## src/cle_pkg.sv

```systemverilog
package cle_pkg;

    // Control bytes
    localparam logic [7:0] CH_NUL   = 8'h00;
    localparam logic [7:0] CH_EOT   = 8'h04;
    localparam logic [7:0] CH_BS    = 8'h08;
    localparam logic [7:0] CH_LF    = 8'h0a;
    localparam logic [7:0] CH_CR    = 8'h0d;
    localparam logic [7:0] CH_PLIST = 8'h10;
    localparam logic [7:0] CH_KILL  = 8'h15;
    localparam logic [7:0] CH_DEL   = 8'h7f;

    // Result kinds
    localparam logic [2:0] KIND_ECHO  = 3'd0;
    localparam logic [2:0] KIND_ERASE = 3'd1;
    localparam logic [2:0] KIND_READ  = 3'd2;
    localparam logic [2:0] KIND_EMPTY = 3'd3;
    localparam logic [2:0] KIND_PLIST = 3'd4;

    // Request types
    localparam logic REQ_CHAR = 1'b0;
    localparam logic REQ_READ = 1'b1;

    typedef struct packed {
        logic       req_type;
        logic [7:0] char_in;
    } cle_in_t;

    typedef struct packed {
        logic [2:0] out_kind;
        logic [7:0] out_char;
        logic       is_eof;
        logic       line_committed;
        logic       last;
    } cle_out_t;

    typedef enum logic [2:0] {
        CMD_READ,
        CMD_PLIST,
        CMD_KILL,
        CMD_ERASE,
        CMD_APPEND
    } cle_cmd_t;

    typedef struct packed {
        cle_cmd_t   cmd;
        logic [7:0] ch;
    } cle_entry_t;

    typedef enum logic [1:0] {
        ST_IDLE,
        ST_RD_WAIT,
        ST_RD_EMIT,
        ST_KILL
    } cle_state_t;

endpackage

```

## src/cle_ram.sv

```systemverilog
module cle_ram #(
    parameter int WIDTH = 8,
    parameter int DEPTH = 64
) (
    input  logic                     clk,
    input  logic                     we,
    input  logic [$clog2(DEPTH)-1:0] waddr,
    input  logic [WIDTH-1:0]         wdata,
    input  logic                     re,
    input  logic [$clog2(DEPTH)-1:0] raddr,
    output logic [WIDTH-1:0]         rdata
);

    logic [WIDTH-1:0] mem [DEPTH];
    logic [WIDTH-1:0] rdata_reg;

    always_ff @(posedge clk)
    begin
        if (we)
        begin
            mem[waddr] <= wdata;
        end
        if (re)
        begin
            rdata_reg <= mem[raddr];
        end
    end

    assign rdata = rdata_reg;

endmodule

```

## src/cle_front.sv

```systemverilog
module cle_front (
    input  logic                req_valid,
    output logic                req_stall,
    input  cle_pkg::cle_in_t    req,
    input  logic                q_full,
    output logic                q_push,
    output cle_pkg::cle_entry_t q_entry
);

    import cle_pkg::*;

    logic drop;

    // NUL bytes are taken and discarded here
    assign drop      = (req.req_type == REQ_CHAR) && (req.char_in == CH_NUL);
    assign req_stall = q_full;
    assign q_push    = req_valid && !q_full && !drop;

    always_comb
    begin
        q_entry.ch  = req.char_in;
        q_entry.cmd = CMD_APPEND;
        if (req.req_type == REQ_READ)
        begin
            q_entry.cmd = CMD_READ;
        end
        else if (req.char_in == CH_PLIST)
        begin
            q_entry.cmd = CMD_PLIST;
        end
        else if (req.char_in == CH_KILL)
        begin
            q_entry.cmd = CMD_KILL;
        end
        else if (req.char_in inside {CH_BS, CH_DEL})
        begin
            q_entry.cmd = CMD_ERASE;
        end
        else if (req.char_in == CH_CR)
        begin
            q_entry.ch = CH_LF;
        end
    end

endmodule

```

## src/cle_fifo.sv

```systemverilog
module cle_fifo #(
    parameter int DEPTH = 2
) (
    input  logic                clk,
    input  logic                rst_n,
    input  logic                push,
    input  cle_pkg::cle_entry_t push_entry,
    output logic                full,
    output logic                q_valid,
    input  logic                pop,
    output cle_pkg::cle_entry_t q_entry
);

    import cle_pkg::*;

    localparam int AW = $clog2(DEPTH);
    localparam int CW = $clog2(DEPTH + 1);

    cle_entry_t    slots [DEPTH];
    logic [AW-1:0] wr_ptr_reg, wr_ptr_next;
    logic [AW-1:0] rd_ptr_reg, rd_ptr_next;
    logic [CW-1:0] count_reg, count_next;

    assign full    = (count_reg == CW'(DEPTH));
    assign q_valid = (count_reg != '0);
    assign q_entry = slots[rd_ptr_reg];

    always_comb
    begin
        wr_ptr_next = wr_ptr_reg;
        rd_ptr_next = rd_ptr_reg;
        count_next  = count_reg;
        if (push)
        begin
            wr_ptr_next = (wr_ptr_reg == AW'(DEPTH - 1)) ? '0 : wr_ptr_reg + 1'b1;
        end
        if (pop)
        begin
            rd_ptr_next = (rd_ptr_reg == AW'(DEPTH - 1)) ? '0 : rd_ptr_reg + 1'b1;
        end
        if (push && !pop)
        begin
            count_next = count_reg + 1'b1;
        end
        else if (pop && !push)
        begin
            count_next = count_reg - 1'b1;
        end
    end

    always_ff @(posedge clk or negedge rst_n)
    begin
        if (!rst_n)
        begin
            wr_ptr_reg <= '0;
            rd_ptr_reg <= '0;
            count_reg  <= '0;
        end
        else
        begin
            wr_ptr_reg <= wr_ptr_next;
            rd_ptr_reg <= rd_ptr_next;
            count_reg  <= count_next;
        end
    end

    always_ff @(posedge clk)
    begin
        if (push)
        begin
            slots[wr_ptr_reg] <= push_entry;
        end
    end

endmodule

```

## src/cle_back.sv

```systemverilog
module cle_back #(
    parameter int BUFFER_DEPTH = 64
) (
    input  logic                            clk,
    input  logic                            rst_n,
    input  logic                            q_valid,
    input  cle_pkg::cle_entry_t             q_entry,
    output logic                            q_pop,
    output logic                            we,
    output logic [$clog2(BUFFER_DEPTH)-1:0] waddr,
    output logic [7:0]                      wdata,
    output logic                            re,
    output logic [$clog2(BUFFER_DEPTH)-1:0] raddr,
    input  logic [7:0]                      rdata,
    output logic                            rsp_valid,
    input  logic                            rsp_stall,
    output cle_pkg::cle_out_t               rsp
);

    import cle_pkg::*;

    localparam int IDX_W   = $clog2(BUFFER_DEPTH);
    localparam int PTR_W   = $clog2(2 * BUFFER_DEPTH);
    localparam int FILL_W  = PTR_W + 1;
    localparam int PTR_MOD = 2 * BUFFER_DEPTH;

    function automatic logic [PTR_W-1:0] ptr_inc(input logic [PTR_W-1:0] p);
        return (p == PTR_W'(PTR_MOD - 1)) ? '0 : p + 1'b1;
    endfunction

    function automatic logic [PTR_W-1:0] ptr_dec(input logic [PTR_W-1:0] p);
        return (p == '0) ? PTR_W'(PTR_MOD - 1) : p - 1'b1;
    endfunction

    function automatic logic [IDX_W-1:0] ptr_idx(input logic [PTR_W-1:0] p);
        logic [PTR_W-1:0] t;
        t = (p >= PTR_W'(BUFFER_DEPTH)) ? p - PTR_W'(BUFFER_DEPTH) : p;
        return t[IDX_W-1:0];
    endfunction

    function automatic logic [FILL_W-1:0] ptr_dist(input logic [PTR_W-1:0] hi,
                                                   input logic [PTR_W-1:0] lo);
        return (hi >= lo) ? FILL_W'(hi) - FILL_W'(lo)
                          : FILL_W'(hi) + FILL_W'(PTR_MOD) - FILL_W'(lo);
    endfunction

    cle_state_t       state_reg, state_next;
    logic [PTR_W-1:0] read_ptr_reg, read_ptr_next;
    logic [PTR_W-1:0] commit_ptr_reg, commit_ptr_next;
    logic [PTR_W-1:0] edit_ptr_reg, edit_ptr_next;
    logic             rsp_valid_reg;
    cle_out_t         rsp_reg;

    logic             can_emit;
    logic             emit;
    cle_out_t         emit_data;
    logic [FILL_W-1:0] fill;
    logic [FILL_W-1:0] pending;
    logic [PTR_W-1:0] edit_inc;
    logic [PTR_W-1:0] edit_dec;

    assign can_emit = !rsp_valid_reg || !rsp_stall;
    assign fill     = ptr_dist(edit_ptr_reg, read_ptr_reg);
    assign pending  = ptr_dist(edit_ptr_reg, commit_ptr_reg);
    assign edit_inc = ptr_inc(edit_ptr_reg);
    assign edit_dec = ptr_dec(edit_ptr_reg);

    assign waddr = ptr_idx(edit_ptr_reg);
    assign wdata = q_entry.ch;
    assign raddr = ptr_idx(read_ptr_reg);

    always_comb
    begin
        state_next      = state_reg;
        read_ptr_next   = read_ptr_reg;
        commit_ptr_next = commit_ptr_reg;
        edit_ptr_next   = edit_ptr_reg;
        q_pop           = 1'b0;
        we              = 1'b0;
        re              = 1'b0;
        emit            = 1'b0;
        emit_data       = '0;
        emit_data.last  = 1'b1;

        case (state_reg)
            ST_IDLE:
            begin
                if (q_valid && can_emit)
                begin
                    q_pop = 1'b1;
                    case (q_entry.cmd)
                        CMD_READ:
                        begin
                            if (read_ptr_reg == commit_ptr_reg)
                            begin
                                emit               = 1'b1;
                                emit_data.out_kind = KIND_EMPTY;
                            end
                            else
                            begin
                                re         = 1'b1;
                                state_next = ST_RD_WAIT;
                            end
                        end
                        CMD_PLIST:
                        begin
                            emit               = 1'b1;
                            emit_data.out_kind = KIND_PLIST;
                        end
                        CMD_KILL:
                        begin
                            if (edit_ptr_reg != commit_ptr_reg)
                            begin
                                state_next = ST_KILL;
                            end
                        end
                        CMD_ERASE:
                        begin
                            if (edit_ptr_reg != commit_ptr_reg)
                            begin
                                edit_ptr_next      = edit_dec;
                                emit               = 1'b1;
                                emit_data.out_kind = KIND_ERASE;
                            end
                        end
                        CMD_APPEND:
                        begin
                            if (fill < FILL_W'(BUFFER_DEPTH))
                            begin
                                we                 = 1'b1;
                                edit_ptr_next      = edit_inc;
                                emit               = 1'b1;
                                emit_data.out_kind = KIND_ECHO;
                                emit_data.out_char = q_entry.ch;
                                // LF, EOT or the last free slot commits the line
                                if ((q_entry.ch == CH_LF) || (q_entry.ch == CH_EOT) ||
                                    (fill == FILL_W'(BUFFER_DEPTH - 1)))
                                begin
                                    commit_ptr_next          = edit_inc;
                                    emit_data.line_committed = 1'b1;
                                end
                            end
                        end
                        default:
                        begin
                        end
                    endcase
                end
            end
            ST_RD_WAIT:
            begin
                state_next = ST_RD_EMIT;
            end
            ST_RD_EMIT:
            begin
                if (can_emit)
                begin
                    emit               = 1'b1;
                    emit_data.out_kind = KIND_READ;
                    emit_data.out_char = rdata;
                    emit_data.is_eof   = (rdata == CH_EOT);
                    read_ptr_next      = ptr_inc(read_ptr_reg);
                    state_next         = ST_IDLE;
                end
            end
            ST_KILL:
            begin
                // Uncommitted entries never hold LF, so the run ends at the commit point
                if (can_emit)
                begin
                    edit_ptr_next      = edit_dec;
                    emit               = 1'b1;
                    emit_data.out_kind = KIND_ERASE;
                    emit_data.last     = (edit_dec == commit_ptr_reg);
                    if (edit_dec == commit_ptr_reg)
                    begin
                        state_next = ST_IDLE;
                    end
                end
            end
            default:
            begin
                state_next = ST_IDLE;
            end
        endcase
    end

    always_ff @(posedge clk or negedge rst_n)
    begin
        if (!rst_n)
        begin
            state_reg      <= ST_IDLE;
            read_ptr_reg   <= '0;
            commit_ptr_reg <= '0;
            edit_ptr_reg   <= '0;
            rsp_valid_reg  <= 1'b0;
        end
        else
        begin
            state_reg      <= state_next;
            read_ptr_reg   <= read_ptr_next;
            commit_ptr_reg <= commit_ptr_next;
            edit_ptr_reg   <= edit_ptr_next;
            if (emit)
            begin
                rsp_valid_reg <= 1'b1;
            end
            else if (!rsp_stall)
            begin
                rsp_valid_reg <= 1'b0;
            end
        end
    end

    always_ff @(posedge clk)
    begin
        if (emit)
        begin
            rsp_reg <= emit_data;
        end
    end

    assign rsp_valid = rsp_valid_reg;
    assign rsp       = rsp_reg;

    // Fill never exceeds the buffer, and the edited line lies inside it
    a_fill_bound: assert property (@(posedge clk) disable iff (!rst_n)
        fill <= FILL_W'(BUFFER_DEPTH))
        else $error("fill level beyond buffer depth");

    a_pending_bound: assert property (@(posedge clk) disable iff (!rst_n)
        pending <= fill)
        else $error("edit region outside filled region");

    a_kill_nonempty: assert property (@(posedge clk) disable iff (!rst_n)
        (state_reg == ST_KILL) |-> (edit_ptr_reg != commit_ptr_reg))
        else $error("kill run with nothing left to erase");

    a_read_latency: assert property (@(posedge clk) disable iff (!rst_n)
        (state_reg == ST_RD_WAIT) |=> (state_reg == ST_RD_EMIT))
        else $error("read data not picked up after RAM latency");

    a_no_overwrite: assert property (@(posedge clk) disable iff (!rst_n)
        (rsp_valid_reg && rsp_stall) |-> !emit)
        else $error("result register overwritten while stalled");

endmodule

```

## src/console_line_editor.sv

```systemverilog
// Channel | Direction | Handshake            | Beat
// req     | in        | req_valid/req_stall  | cle_in_t  {req_type, char_in}
// rsp     | out       | rsp_valid/rsp_stall  | cle_out_t {out_kind, out_char, is_eof,
//         |           |                      |            line_committed, last}
//
// Sequencing: echo, erase, process-list and empty read finish in ST_IDLE; a character
//   read passes ST_RD_WAIT and ST_RD_EMIT (RAM registered read); kill line, in ST_KILL,
//   erases one character per step. The back end handles one queued command at a time.
// Reset: rst_n asynchronous, clears pointers, state and queue; line store left unset.
// Stalls: a stalled result holds in the output register; the back end stops, the queue
//   fills, and req_stall rises once it is full.
module console_line_editor #(
    parameter int BUFFER_DEPTH = 64,
    parameter int QUEUE_DEPTH  = 2
) (
    input  logic              clk,
    input  logic              rst_n,
    input  logic              req_valid,
    output logic              req_stall,
    input  cle_pkg::cle_in_t  req,
    output logic              rsp_valid,
    input  logic              rsp_stall,
    output cle_pkg::cle_out_t rsp
);

    import cle_pkg::*;

    localparam int IDX_W = $clog2(BUFFER_DEPTH);

    // front -> queue
    logic       q_full;
    logic       q_push;
    cle_entry_t push_entry;

    // queue -> back
    logic       q_valid;
    logic       q_pop;
    cle_entry_t q_entry;

    // back <-> line store
    logic             we;
    logic [IDX_W-1:0] waddr;
    logic [7:0]       wdata;
    logic             re;
    logic [IDX_W-1:0] raddr;
    logic [7:0]       rdata;

    // Classifier: maps a request beat to a command, maps CR to LF, drops NUL
    cle_front u_front (
        .req_valid (req_valid),
        .req_stall (req_stall),
        .req       (req),
        .q_full    (q_full),
        .q_push    (q_push),
        .q_entry   (push_entry)
    );

    // Short command queue decoupling intake from execution
    cle_fifo #(
        .DEPTH (QUEUE_DEPTH)
    ) u_fifo (
        .clk        (clk),
        .rst_n      (rst_n),
        .push       (q_push),
        .push_entry (push_entry),
        .full       (q_full),
        .q_valid    (q_valid),
        .pop        (q_pop),
        .q_entry    (q_entry)
    );

    // Executor: ring pointers, line store access, result register
    cle_back #(
        .BUFFER_DEPTH (BUFFER_DEPTH)
    ) u_back (
        .clk       (clk),
        .rst_n     (rst_n),
        .q_valid   (q_valid),
        .q_entry   (q_entry),
        .q_pop     (q_pop),
        .we        (we),
        .waddr     (waddr),
        .wdata     (wdata),
        .re        (re),
        .raddr     (raddr),
        .rdata     (rdata),
        .rsp_valid (rsp_valid),
        .rsp_stall (rsp_stall),
        .rsp       (rsp)
    );

    // Line store
    cle_ram #(
        .WIDTH (8),
        .DEPTH (BUFFER_DEPTH)
    ) u_line_store (
        .clk   (clk),
        .we    (we),
        .waddr (waddr),
        .wdata (wdata),
        .re    (re),
        .raddr (raddr),
        .rdata (rdata)
    );

endmodule
```

## config.mk

```make
export PLATFORM = sky130hd
export DESIGN_NAME = console_line_editor
export DESIGN_NICKNAME = d
export VERILOG_FILES = /design/src/cle_pkg.sv /design/src/cle_ram.sv /design/src/cle_front.sv /design/src/cle_fifo.sv /design/src/cle_back.sv /design/src/console_line_editor.sv
export SDC_FILE = /design/constraint.sdc
export NUM_CORES = 1
export LEC_CHECK = 0
export BUFFER_PORTS_ARGS = -buffer_cell sky130_fd_sc_hd__buf_2
export CAP_MARGIN = 20
export CORE_ASPECT_RATIO = 0.75
export CORE_MARGIN = 8
export CORE_UTILIZATION = 40
export CTS_CLUSTER_SIZE = 16
export DETAILED_ROUTE_END_ITERATION = 12
export PLACE_DENSITY = 0.65
export SLEW_MARGIN = 0
export SYNTH_ARGS = -nofsm -noshare
export SYNTH_HDL_FRONTEND = slang
export SYNTH_SLANG_ARGS = --single-unit
export TNS_END_PERCENT = 20
```

## constraint.sdc

```tcl
create_clock -name clk -period 6.9 [get_ports clk]
set_input_delay 0.69 -clock clk [delete_from_list [all_inputs] [get_ports clk]]
set_output_delay 0.69 -clock clk [all_outputs]
set_load 0.01 [all_outputs]
```

==> impl_results.md, run 1 <==
- Fillers: a little under 5000
- Routed length on met2: 25500 um
- CTS Buf Count: 54
- Mapped Cells: 1223
- WL per Instance: between 20 and 30 um
- Global-route wire length before repair: 87500 um
- Clk pin slew, worst setup/hold paths: about 70 ps
- Worst EP required: between 7000 and 8000 ps
- RSZ-0062 raised after global routing: no
- Clock Latency Late Sink: 600 ps
- Synth Register Bits: 584
- DR top layer: met4
- Ys async rst share: 0.0479
- CTS tree: built
- Hold buffers post-CTS: 0
- H-tree levels: 2
- Final period utilization: 0.661
- Met1 Routed Length: approximately 26000 um
- DP HPWL: 37600 um
- Pwr per Cell Area: about 430 nW/um2
- Die height: 228 um
- Post-synth top area share: 0.696
- Top post-synthesis cells by area: edfxtp_1 (70%), mux4_2 (16%), dfrtp_1 (2.9%)
- R2R Path End: u_line_store.mem[23][5]
- Pre-CTS WS: 2370 ps
- DRC: 0
- Core area: 59200 um2
- Initial Util: 0.406
- Via count: 12400
- Die area: 68100 um2
- Max Slew Vio Count: 0
- DRT antenna net count: 0
- Global route overflow: 0
- Crit start category: flop
- Max VDD drop: 243 uV
- Relative slew slack: 0.261
- Sequential cell area: ~17000 um2
- Post_cts resized: 0
- Cells after DPL: 1996
- Max Buffers Root-to-Sink: 3
- Synth-to-Final Area Change: 11.7%
- Worst-path fanout max: 38
- Gpl congestion: 0.887
- # diodes: 0
- Post-Syn Area: approximately 24000 um2
- Status: completed
- Largest net degree at the start of global routing: 81
- Drt initial violations: 1536
- Fmax: between 200 and 250 MHz
- Post-layout min period: 4560 ps
- Netlist cell types: 60
- Final #Nets: 1293
- FF-to-FF path depth: 11
- Post-CTS Setup Bufs: 0
- Largest register FFs: 512
- Port Buffer Count: 28
- DR vias/cell: 5.92
- Syn. warnings: 0
- Leakage power: ~8.4 nW
- Cell taking the most area after synthesis: edfxtp_1
- Max Cap Viol: 0
- Pre-Repair DR Iteration Count: 8
- Most common cell after layout, fill and taps aside: edfxtp_1
- Critical path class: reg2reg
- Worst clock skew: 23.0 ps
- Most frequent cells in the layout: edfxtp_1 (556), mux4_2 (168), nor2_1 (98), clkbuf_16 (57), nand2_1 (30)
- Worst r2r src: u_back.read_ptr_reg[0]
- Min setup slack post-route: 2340 ps
- DR WL met3: 7370 um
- # setup viols final: 0
- Area of the multi-input gates: 6210 um2
- Critical Path Sink Type: flop
- Setup TNS: 0 ps
- Top Ports: 29
- FF-to-FF setup slack: 2340 ps
- Die W: 299 um
- Syn_nets: 1254
- EDFF count, synth: 556
- WP data arrival: 4790 ps
- Hold_ws: about 150 ps
- Clock root buffer master: clkbuf_16
- Initial antenna violation count: 0
- Number of global-route vias before repair: between 10000 and 15000
- Ratio of cells with drive above 1 in the final layout: 0.256
- Final Core Density: 0.453
- Top FF cell, synth: edfxtp_1
- Final non-filler cell total: 2097
- Final hold vios: 0
- Sequential-to-total area share from yosys stat: 0.725
- Slew @ Worst Pin: 1110 ps
- GRT Resource Usage Total: 0.174
- Row Count: 77
- Total wire length: approximately 60000 um
- Syn Area/Cell: 19.6 um2
- HP Class: in2async
- Clock tree sinks: approximately 600
[per-stage QoR]
stage | area (um2) | power (W)
2_1_floorplan | 24000 | 0.00723
3_3_place_gp | 25000 | 0.00859
3_5_place_dp | 25000 | 0.00862
4_1_cts | 26800 | 0.0116
5_1_grt | 26800 | 0.0120
6_report | 26800 | 0.0115
[layout make-up]
cell class              count  share of cell area
clock buffers              62              0.0539
clock inverters            39              0.0129
inverters                  26             0.00378
multi-input cells         547               0.232
flip-flops and latches    584               0.650
well taps                 790              0.0369
repair buffers             49              0.0111
[where the power goes]
group	leakage, nW	internal, W	switching [W]	total, W
clock	0.872	0.00170	0.00131	0.00300
sequential	5.35	0.00446	0.000272	0.00473
combinational	2.22	0.00153	0.00227	0.00379
[synthesized netlist by cell type (11+ instances only)]
library cell	n
a21oi_1	13
buf_1	13
buf_4	11
clkbuf_1	37
dfrtp_1	28
edfxtp_1	556
ha_1	17
inv_1	24
mux2_2	13
mux4_2	168
nand2_1	30
nand3_1	19
nand4_1	12
nor2_1	98
o21ai_0	21
xnor2_1	28
[critical path, cell delays in order, from the launching register on]
cell	delay, ps
dfrtp_4	900
ha_1	280
inv_1	60
fa_1	410
a21o_1	180
a21oi_1	320
or4b_1	170
o2111ai_1	170
nor3_2	200
buf_4	290
nand4b_1	450
nor2_1	700
[metal layers]
| metal | vias up | track usage |
|---|---|---|
| li1 | 5095 | - |
| met2 | 780 | 0.242 |
| met3 | 87 | 0.0606 |
| met4 | 0 | 0.0430 |
| met5 | - | 0 |
| met1 | 6449 | 0.259 |
[worst max-delay path by stage]
stage	from	end	slack [ps]
2_1_floorplan	u_back.read_ptr_reg[1]	u_line_store.mem[52][0]	2930
3_3_place_gp	u_back.read_ptr_reg[0]	u_line_store.mem[55][1]	2410
3_5_place_dp	u_back.read_ptr_reg[0]	u_line_store.mem[49][6]	2370
4_1_cts	u_back.read_ptr_reg[0]	u_line_store.mem[49][5]	2320
5_1_grt	u_back.read_ptr_reg[0]	u_line_store.mem[43][0]	1960
6_report	u_back.read_ptr_reg[0]	u_line_store.mem[23][5]	2340
[logic make-up (layout without fill, tap and decap cells)]
family,after synthesis,after routing,share of synthesized area
buffers and inverters,92,176,0.0164
AND/OR/NAND/NOR,209,209,0.0412
AO/OA/AOI/OAI,94,94,0.0269
multiplexers,188,188,0.167
flip-flops,584,584,0.725
adder cells (fa/ha/maj),18,18,0.00970
XOR/XNOR,38,38,0.0139
Power figures use the tool's default switching activity.
==> run 2: changes to the inputs <==
ABC_AREA = 1   (was unset)
PLACE_DENSITY = 0.67   (was 0.65)
clock period = 4.19 ns   (was 6.9 ns; I/O delays follow)
==> impl_results.md, run 2 <==
- Netlist cell types: between 40 and 50
- Final #Nets: 2112
- Top-count cell post-synth: edfxtp_1
- Synth Register Bits: 584
- Crit start category: flop
- Most common cell after layout, fill and taps aside: edfxtp_1
- Commonest cells post-synth: edfxtp_1 (556), nor2_1 (403), o21ai_0 (277), nand2_1 (230), nand3_1 (93)
- Max Cap Viol: 0
- Largest register FFs: around 510
- Die W: 302 um
- Ys async rst share: 0.0479
- # setup viols final: 0
- GRT Resource Usage Total: 0.188
- Fillers: between 5000 and 6000
- Syn Area/Cell: 11.8 um2
- Worst r2r src: u_back.edit_ptr_reg[0]
- Max Buffers Root-to-Sink: 3
- Top FF cell, synth: edfxtp_1
- Worst Setup SP: u_back.edit_ptr_reg[0]
- HP Class: in2reg
- Via count: around 17000
- Post-CTS Setup Bufs: 0
- Worst clock skew: roughly 35 ps
- Most frequent cells in the layout: edfxtp_1 (556), nor2_1 (400), o21ai_0 (277), nand2_1 (225), nand3_1 (93)
- DR vias/cell: 5.83
- H-tree levels: 2
- Post-layout min period: 3990 ps
- Crit path to: u_line_store.mem[20][4]
- Final non-filler cell total: 2923
- FF-to-FF path depth: 14
- DP HPWL: 41300 um
- Post-synth top area share: 0.680
- DRC: 0
- FF-to-FF setup slack: about 200 ps
- Critical path class: reg2reg
- Status: completed
- CTS tree: built
- Global route hottest layer: met1
- Global-route wire length before repair: 101000 um
- Hold_ws: 70.5 ps
- Worst EP required: 4410 ps
- Post-Syn Area: ~25000 um2
- Port Buffer Count: 28
- Critical Path Sink Type: flop
- Number of global-route vias before repair: ~16000
- Fmax: around 250 MHz
- Cells after DPL: 2825
- Clk pin slew, worst setup/hold paths: ~60 ps
- Core area: ~61000 um2
- Cell taking the most area after synthesis: edfxtp_1
- Clock root buffer master: clkbuf_16
- Slew @ Worst Pin: between 1000 and 1500 ps
- Met3 Resource Use GR: 0.0457
- Initial antenna violation count: 0
- Pre-Repair DR Iteration Count: 7
- Gpl congestion: 0.927
- Die area: 69700 um2
- Max VDD drop: 555 uV
- Final hold vios: 0
- Initial Util: 0.405
- CTS Buf Count: 52
- Clock Latency Late Sink: slightly above 600 ps
- Met2 usage: 0.271
- Ratio of cells with drive above 1 in the final layout: 0.0900
- Sequential-to-total area share from yosys stat: 0.708
- Syn_nets: 2116
- Syn. warnings: 0
- M1 GR Usage: 0.280
- Synth-to-Final Area Change: 11.2%
- EDFF count, synth: 556
- Die height: approximately 230 um
- Setup TNS: 0 ps
- Largest net degree at the start of global routing: 261
- Relative slew slack: 0.269
- Top Ports: 29
- WP data arrival: 4210 ps
- Global route overflow: 0
- Max Slew Vio Count: 0
- Pwr per Cell Area: 736 nW/um2
- R2R Path End: u_line_store.mem[20][4]
- # diodes: 0
- Drt initial violations: between 2000 and 3000
- Mapped Cells: ~2100
- Total wire length: 67400 um
- Worst-path fanout max: 25
- RSZ-0062 raised after global routing: yes
- Top post-synthesis cells by area: edfxtp_1 (68%), nor2_1 (6.2%), o21ai_0 (5.6%)
- Leakage power: 9.18 nW
- WL per Instance: 23.1 um
- Row Count: 78
- Final period utilization: 0.952
- DRT antenna net count: 0
- Clock tree sinks: 584
[run 2: cell types whose count changed after synthesis, sizes merged, moves of 62 or more]
cell / delta
nand2: +206
o21ai: +267
inv: +62
nand3: +75
mux4: -168
o22ai: +74
nor2: +307
[run 2: critical path, stage by stage (launching register included)]
cell     delay, ps
dfrtp_1        510
inv_2          230
ha_1           180
inv_1           70
fa_1           380
nand2_1        110
a21oi_2         80
nand2_1         60
nand2_1         50
or2_1          220
nand2_1        110
nand2_2        100
nor2_8         430
nand4_2        420
nor2_1         640
[run 2: per-stage QoR]
| step | cell area, um2 | setup WS (ps) | power [W] | util |
|---|---|---|---|---|
| finish | 27300 | 200 | 0.0201 | 0.451 |
| floorplan | 24600 | 1120 | 0.0123 | - |
| global placement | 25500 | 403 | 0.0149 | 0.421 |
| global route | 27300 | -30.0 | 0.0210 | 0.451 |
| CTS | 27300 | 307 | 0.0200 | 0.450 |
| detailed placement | 25500 | 289 | 0.0150 | 0.421 |
[run 2: cell type report]
type                    instances  area, um2  area share
well taps                     800       1000      0.0367
multi-input cells            1289       6330       0.232
clock buffers                  63       1370      0.0503
inverters                      90        347      0.0127
flip-flops and latches        584      17400       0.637
clock inverters                33        400      0.0147
repair buffers                 64        450      0.0165
[run 2: logic make-up (layout without fill, tap and decap cells)]
| kind of cell | count (synthesis) | after routing | synth area share |
|---|---|---|---|
| AND/OR/NAND/NOR | 791 | 791 | 0.134 |
| buffers and inverters | 212 | 250 | 0.0352 |
| XOR/XNOR | 17 | 17 | 0.00606 |
| adder cells (fa/ha/maj) | 18 | 18 | 0.00947 |
| flip-flops | 584 | 584 | 0.708 |
| AO/OA/AOI/OAI | 463 | 463 | 0.107 |
[run 2: per-layer routing]
| metal | share of wire | wire length [um] |
|---|---|---|
| met1 | 0.43 | 28900 |
| met2 | 0.42 | 28400 |
| met3 | 0.12 | 8140 |
| met4 | 0.029 | 1940 |
| met5 | 0 | 0 |
[run 2: how the worst min path moves through the flow]
stage	slack (ps)	cells after the start	start	end
global route	70	1	req[7]	u_fifo.slots[0][7]
floorplan	120	0	rst_n	u_back.commit_ptr_reg[0]
detailed placement	510	1	rst_n	u_fifo.rd_ptr_reg
finish	70	1	req[7]	u_fifo.slots[0][7]
global placement	500	1	rst_n	u_fifo.wr_ptr_reg
CTS	60	1	req[4]	u_fifo.slots[0][4]
[run 2: repair_timing]
item / in CTS / in global routing
setup endpoints to repair: 0 / 51
hold buffers: 1 / 0
resized for setup: 0 / 2
endpoints found under the hold margin: 28 / 0
[run 2: power by group]
group          total, W  switching, W  internal (W)
Sequential      0.00764      0.000176       0.00747
Combinational   0.00745       0.00562       0.00183
Clock           0.00501       0.00217       0.00284
Total            0.0201       0.00797        0.0121
